## src/hw/rtl/hmns_pkg.sv

```systemverilog
`default_nettype none

package hmns_pkg;

    localparam int MAX_GRID = 1024;        // largest grid_size the buffers hold
    localparam int GRID_W   = 11;          // grid_size / counter width
    localparam int ROW_W    = 10;          // vertex_row width
    localparam int H_W      = 16;          // height sample width
    localparam int SP_W     = 16;          // spacing width
    localparam int DIFF_W   = H_W + 1;     // signed height difference
    localparam int SQ_W     = 2 * H_W;     // one squared term
    localparam int SUM_W    = SQ_W + 2;    // sum of three squares
    localparam int RAD_W    = SUM_W + 16;  // sum scaled by 2^16 for the root
    localparam int ROOT_W   = RAD_W / 2;   // root width
    localparam int Q_W      = 16;          // quotient bits
    localparam int FRAC_SH  = 23;          // component scale shift
    localparam int ADDR_W   = 3;           // APB byte address width
    localparam int DATA_W   = 32;
    localparam int MIN_GRID = 4;

    typedef enum logic {
        REG_GRID_SIZE = 1'b0,
        REG_SPACING   = 1'b1
    } reg_idx_t;

    typedef struct packed {
        logic [H_W-1:0] height;
        logic           frame_start;
    } sample_t;

    typedef struct packed {
        logic signed [15:0] normal_x;
        logic [14:0]        normal_y;
        logic signed [15:0] normal_z;
        logic [ROW_W-1:0]   vertex_row;
        logic [GRID_W-1:0]  vertex_col;
        logic               on_edge;
    } normal_t;

    // position info of one request, carried down the pipe
    typedef struct packed {
        logic              emit;
        logic              on_edge;
        logic [ROW_W-1:0]  vertex_row;
        logic [GRID_W-1:0] vertex_col;
    } pos_t;

    // everything the root and divide stages pass along untouched
    typedef struct packed {
        pos_t           pos;
        logic           zero;
        logic           neg_x;
        logic           neg_z;
        logic [H_W-1:0] mag_x;
        logic [H_W-1:0] mag_y;
        logic [H_W-1:0] mag_z;
    } tag_t;

endpackage

`default_nettype wire

```

## src/hw/rtl/hmns_sqrt.sv

```systemverilog
`default_nettype none

// Pipelined integer square root, one result bit per stage.
module hmns_sqrt (
    input  wire logic                           clk,
    input  wire logic                           rst_n,
    input  wire logic                           en,
    input  wire logic                           in_valid,
    input  wire logic [hmns_pkg::RAD_W-1:0]     radicand,
    input  wire hmns_pkg::tag_t                 in_tag,
    output logic                                out_valid,
    output logic [hmns_pkg::ROOT_W-1:0]         root,
    output hmns_pkg::tag_t                      out_tag
);

    localparam int N  = hmns_pkg::ROOT_W;
    localparam int RW = hmns_pkg::RAD_W + 1;

    logic [RW-1:0]        rem_reg   [N];
    logic [N-1:0]         root_reg  [N];
    hmns_pkg::tag_t       tag_reg   [N];
    logic                 valid_reg [N];

    for (genvar k = 0; k < N; k++)
    begin : g_step
        localparam int B = N - 1 - k;   // root bit decided here
        logic [RW-1:0]  rem_in;
        logic [N-1:0]   root_in;
        hmns_pkg::tag_t tag_in;
        logic           valid_in;
        logic [RW-1:0]  trial;
        logic           fits;
        logic [RW-1:0]  rem_next;
        logic [N-1:0]   root_next;

        if (k == 0)
        begin : g_first
            assign rem_in   = RW'(radicand);
            assign root_in  = '0;
            assign tag_in   = in_tag;
            assign valid_in = in_valid;
        end
        else
        begin : g_rest
            assign rem_in   = rem_reg[k-1];
            assign root_in  = root_reg[k-1];
            assign tag_in   = tag_reg[k-1];
            assign valid_in = valid_reg[k-1];
        end

        // (q + 2^B)^2 - q^2 = q*2^(B+1) + 2^(2B)
        assign trial     = (RW'(root_in) << (B + 1)) | (RW'(1) << (2 * B));
        assign fits      = (rem_in >= trial);
        assign rem_next  = fits ? (rem_in - trial) : rem_in;
        assign root_next = fits ? (root_in | (N'(1) << B)) : root_in;

        always_ff @(posedge clk or negedge rst_n)
        begin
            if (!rst_n)
            begin
                valid_reg[k] <= 1'b0;
            end
            else if (en)
            begin
                valid_reg[k] <= valid_in;
            end
        end

        always_ff @(posedge clk)
        begin
            if (en)
            begin
                rem_reg[k]  <= rem_next;
                root_reg[k] <= root_next;
                tag_reg[k]  <= tag_in;
            end
        end
    end

    assign out_valid = valid_reg[N-1];
    assign root      = root_reg[N-1];
    assign out_tag   = tag_reg[N-1];

endmodule

`default_nettype wire

```

## config.mk

```make
export PLATFORM = sky130hd
export DESIGN_NAME = hmns_sqrt
export DESIGN_NICKNAME = d
export VERILOG_FILES = /design/src/hw/rtl/hmns_pkg.sv /design/src/hw/rtl/hmns_sqrt.sv
export SDC_FILE = /design/constraint.sdc
export NUM_CORES = 2
export LEC_CHECK = 0
export ABC_AREA = 0
export BUFFER_PORTS_ARGS = -buffer_cell sky130_fd_sc_hd__buf_2
export CORE_MARGIN = 2
export CORE_UTILIZATION = 45
export CTS_BUF_LIST = sky130_fd_sc_hd__clkbuf_8
export DETAILED_ROUTE_END_ITERATION = 8
export PLACE_DENSITY = 0.72
export SKIP_CTS_REPAIR_TIMING = 1
export SLEW_MARGIN = 15
export SYNTH_ARGS = -nofsm -noshare
export SYNTH_HDL_FRONTEND = slang
export SYNTH_SLANG_ARGS = --single-unit
```

## constraint.sdc

```tcl
create_clock -name clk -period 8.6 [get_ports clk]
set_clock_uncertainty 0.15 [all_clocks]
set_input_delay 1.29 -clock clk [delete_from_list [all_inputs] [get_ports clk]]
set_output_delay 1.29 -clock clk [all_outputs]
set_load 0.02 [all_outputs]
```

* Word level (Yosys, flattened, before mapping)
Memories as Yosys holds them, arrays and structs flattened.
Index checks and enable logic that the tools add are counted.
Widths: inputs -> output; s select.
** Word-level totals
- Input bits :: 128
- Memories :: 3
- Bits in registers :: 25
- Output and inout bits :: 100
- Bits in writable memories :: 3750
- Logic and storage cells :: 130
** Cells by class
- Order comparisons :: 25
- Add/sub/neg operators :: 25
- Multiplexer cells :: 52
** Memory list
- tag_reg :: depth 25, bits a word 74, rd ports 25, clocked after memory_dff 0, wr ports 25, RTL line hmns_sqrt.sv:21 : hmns_pkg::tag_t tag_reg [N];
- rem_reg :: depth 25, bits a word 51, rd ports 24, clocked after memory_dff 0, wr ports 25, RTL line hmns_sqrt.sv:19 : logic [RW-1:0] rem_reg [N];
- root_reg :: depth 25, bits a word 25, rd ports 25, clocked after memory_dff 0, wr ports 25, RTL line hmns_sqrt.sv:20 : logic [N-1:0] root_reg [N];
** Operator list (count)
- $mux 51 :: 25
- $ge 51x26->1 :: 1
- $ge 51x27->1 :: 1
- $ge 51x28->1 :: 1
- $ge 51x29->1 :: 1
- $ge 51x30->1 :: 1
- $ge 51x31->1 :: 1
- $ge 51x32->1 :: 1
- $ge 51x33->1 :: 1
- $ge 51x34->1 :: 1
- $ge 51x35->1 :: 1
- $ge 51x36->1 :: 1
- $ge 51x37->1 :: 1
- $ge 51x38->1 :: 1
- $ge 51x39->1 :: 1
- $ge 51x40->1 :: 1
- $ge 51x41->1 :: 1
- $ge 51x42->1 :: 1
- $ge 51x43->1 :: 1
- $ge 51x44->1 :: 1
- $ge 51x45->1 :: 1
- $ge 51x46->1 :: 1
- $ge 51x47->1 :: 1
- $ge 51x48->1 :: 1
- other kinds (52) :: 54

* Longest topological paths before layout
An unclocked memory read counts as a cell.
- Word-level depth :: 3
- Depth in mapped cells :: 14
- Depth with buffers taken out :: 11

* Worst setup path after synthesis
Ideal clock, no wire load.
- Path type :: register to register
- Start point :: memory rem_reg[1][134] (netlist name)
- End point :: memory rem_reg[1][189] (netlist name), data pin
- Clock period less this slack :: 3.215 ns
- Arrival :: 2.803 ns
- Stages on the path, launching flop included :: 11
- Slack :: 5.385 ns
- Data required time :: 8.188 ns
- Library setup time :: 0.262 ns
- Buffers on the path :: 2
- Cells stage by stage :: edfxtp_1 ha_1 a21o_1 a311o_1 a211o_1 a31oi_1 nor2b_1 or3b_1 clkbuf_1 clkbuf_1 mux2_1
** RTL lines (RTL line)
- start, declared :: hmns_sqrt.sv:19

==> metrics.md <==
| Metric | Value |
|---|---|
| First-pass GRT wire length | `362 mm` |
| Compound-Gate Fraction of Synth Area | `5.30%` |
| EDFF count, synth | `3399` |
| GRT Total Usage | `15.4%` |
| Cts bufs inserted | `555` |
| Die Span X | `543 µm` |
| Cell Rows | `197` |
| CP arrival | `4.99 ns` |
| Adder-Cell Fraction of Synth Area | `3.31%` |
| Routed Antenna Nets | `0` |
| Setup tns final | `0 ns` |
| Crit path buf inv count | `0` |
| Share of cells above drive strength 1 | `12.1%` |
| Crit Path Class | `reg -> reg` |
| Largest family of logic cells by synthesized area | `simple AND/OR/NAND/NOR gates` |
| Yosys warns | `0` |
| Outcome | `finished, final reports clean` |
| Initial Util | `45.3%` |
| Initial DRT Pass Iterations | `6` |
| Cells after Synth | `7787` |
| Comb pwr share | `11.0%` |
| Routed WL | `230 mm` |
| Filler cells | `23.1k` |
| Gr ovfl total | `0` |
| CTS Root Cell | `clkbuf_8` |
| Largest net degree at the start of global routing | `193` |
| FF+latch count, synth | `3424` |
| Worst-case clock buffer depth | `4` |
| Largest stage delay, worst path | `0.80 ns` |
| Syn-to-layout area delta | `12.4%` |
| Reg power frac | `55.6%` |
| Final Cycle Share | `50.6%` |
| Most frequent cells after synthesis | `edfxtp_1 (3399), inv_1 (426), nor2_1 (395), nand2_1 (361), ha_1 (346)` |
| Clock-pin transition on the worst setup and hold timing paths | `0.06 ns` |
| Worst-margin pin slew | `1.23 ns` |
| Wirelength per Cell | `18.0 µm` |
| Critical Path RT | `9.24 ns` |
| Max Fanout on Critical Path | `37` |
| Synth top area cells | `edfxtp_1 (78%), ha_1 (3.3%), xor2_1 (1.9%), xnor2_1 (1.7%), inv_1 (1.2%)` |
| Fmax | `230 MHz` |
| Die area | `295000 µm²` |
| Final setup fails | `0` |
| Sequential fraction of the synthesis area | `78.5%` |
| Clk sinks | `3424` |
| Syn_nets | `8261` |
| Syn Area/Cell | `16.8 µm²` |
| Mux contribution to synthesized area | `0.604%` |
| Final worst slack | `4.25 ns` |
| Max_cap viols | `0` |
| DRT iter0 DRCs | `4607` |
| Crit. End Element | `flop` |
| CP max stage cell | `nor4_1` |
| Setup WS pre-CTS | `4.23 ns` |
| Lkg Pwr | `53.2 nW` |
| Initial antenna violation count | `4` |
| Fin. max-slew vios | `0` |
| P_sw | `9.49 mW` |
| CP delay by family, top | `simple AND/OR/NAND/NOR gates` |
| Final HPWL DP | `155 mm` |
| Register-to-register setup slack | `4.25 ns` |
| Switching Share | `25.1%` |
| Count leader, synth | `edfxtp_1` |
| Synthesized cell area | `131000 µm²` |
| Vias per cell | `5.12` |
| Most Frequent Cell on Critical Path | `nor4_1` |
| CTS tree | `yes` |
| Vias in the first global route | `67.3k` |
| Die Span Y | `543 µm` |
| Crit path cell chain | `ha_1 > or4b_2 > nor4_1 > and4_1 > nor4_1 > o211ai_4 > nand3_1 > nor4_1 > xor2_1` |
| H-Tree Depth | `6` |
| Share of flip-flops with an asynchronous set or reset | `0.730%` |
| Via count | `65.5k` |
| Max reg flops | `1850` |
| PwrDens | `257 nW/µm²` |
| IO Count | `228` |
| Post-synth top flop | `edfxtp_1` |
| DRC | `0` |
| RSZ-0062 raised after global routing | `false` |
| Distinct cells, synth | `99` |
| Max VDD drop | `0.158 mV` |
| Fin. Hold Viols | `0` |
| Post-synth top area share | `78.0%` |
| Crit path time final | `4.35 ns` |
| Pint | `28.3 mW` |
| Final cell count without fillers | `12.8k` |
| Hold WS | `0.195 ns` |
| Hold Path Class | `in -> reg` |
| Clock power share | `33.4%` |
| Core ar. | `289000 µm²` |
| Post-Synth XOR/XNOR Area | `3.57%` |
| Worst-Skew Late Latency | `1.12 ns` |
| Largest area contributor in the netlist | `edfxtp_1` |
| Port Buffers | `227` |
| CP startpoint kind | `flop` |
| Max_slew headroom | `18.0%` |
| Power, Total | `37.8 mW` |
| Simple-Gate Fraction of Synth Area | `7.15%` |
| Placer congestion estimate | `0.906` |
| Placed Cells | `11.8k` |
| Post-layout nets | `8991` |
-- metrics by stage --
step           utilization [%]  instance area (µm²)
2_1_floorplan                -               131000
4_1_cts                   50.9               147000
6_report                  50.9               147000
3_3_place_gp              47.5               137000
3_5_place_dp              47.5               137000
5_1_grt                   50.9               147000
-- final timing paths --
| path | start | endpoint | depth (start not counted) |
|---|---|---|---|
| max in group asynchronous | rst_n | g_step[17].valid_in | 2 |
| max | rem_reg[2][16] | rem_reg[2][95] | 9 |
| min in group asynchronous | rst_n | g_step[12].valid_in | 2 |
| min reg2reg | tag_reg[4][211] | tag_reg[4][285] | 0 |
| max reg2reg | rem_reg[2][16] | rem_reg[2][95] | 9 |
| min | in_tag[31] | tag_reg[0][31] | 1 |
-- placed cells by master (no fill, tap or decap), types with 26 or more instances in the layout --
master    netlist  routed
nand4_1        97      97
o21a_1         74      74
buf_4           1      33
mux2_2         48      48
inv_1         426     585
nand3b_1       28      28
a211oi_1       36      35
or2_2          26      26
buf_2          15     226
clkinv_1        0     115
nand3_1        99      98
nor4b_1        32      32
xor2_1        287     287
nor3_1        175     175
nor2_1        395     392
nand2_1       361     361
o31ai_1        41      41
xnor2_1       247     247
or4_1          49      49
a21o_1        109     109
and3_1         36      36
clkinv_2        0      49
nor4_1        205     204
nand2b_1       54      54
or3_1          72      72
ha_1          346     346
clkbuf_8        0     567
nor2b_1        47      47
o21ai_0       261     261
a21oi_1       317     317
edfxtp_1     3399    3399
-- cells by family after synthesis --
| group | count (synthesis) |
|---|---|
| compound gates | 1087 |
| xor+xnor | 534 |
| fa+ha+maj | 346 |
| buf+inv | 539 |
| flops | 3424 |
| mux | 71 |
| other cells | 1 |
| simple gates | 1785 |
-- power by group through the flow --
stage | Clock, mW | Sequential, mW | Combinational [mW]
2_1_floorplan | 0 | 21.0 | 2.83
3_5_place_dp | 0 | 21.4 | 4.11
4_1_cts | 13.2 | 21.0 | 4.14
5_1_grt | 13.9 | 21.2 | 4.60
6_report | 12.6 | 21.0 | 4.14
3_3_place_gp | 0 | 21.3 | 4.04
-- layer usage --
metal | GRT usage, % | vias to the layer above | wire (µm)
met1 | 17.6 | 31700 | 90200
met5 | 0 | - | 13
met4 | 7.83 | 2 | 10600
met3 | 2.86 | 600 | 10100
li1 | - | 31500 | -
met2 | 27.6 | 1694 | 119000
-- final cells by class --
cell class	instances	area [µm²]	area share [%]
inverter	435	1630	1.11
antenna	4	10.0	0.00681
clock inverter	383	2160	1.47
sequential	3424	103000	69.9
timing repair buffer	277	1730	1.18
tap	3880	4850	3.30
multi-input combinational	3824	26100	17.8
clock buffer	567	7800	5.31
-- worst reg2reg max path, cell delays in order, from the launching register on --
cell	delay [ns]
edfxtp_1	0.39
ha_1	0.35
or4b_2	0.60
nor4_1	0.80
and4_1	0.42
nor4_1	0.12
o211ai_4	0.43
nand3_1	0.25
nor4_1	0.39
xor2_1	0.12
Power figures use the tool's default switching activity.
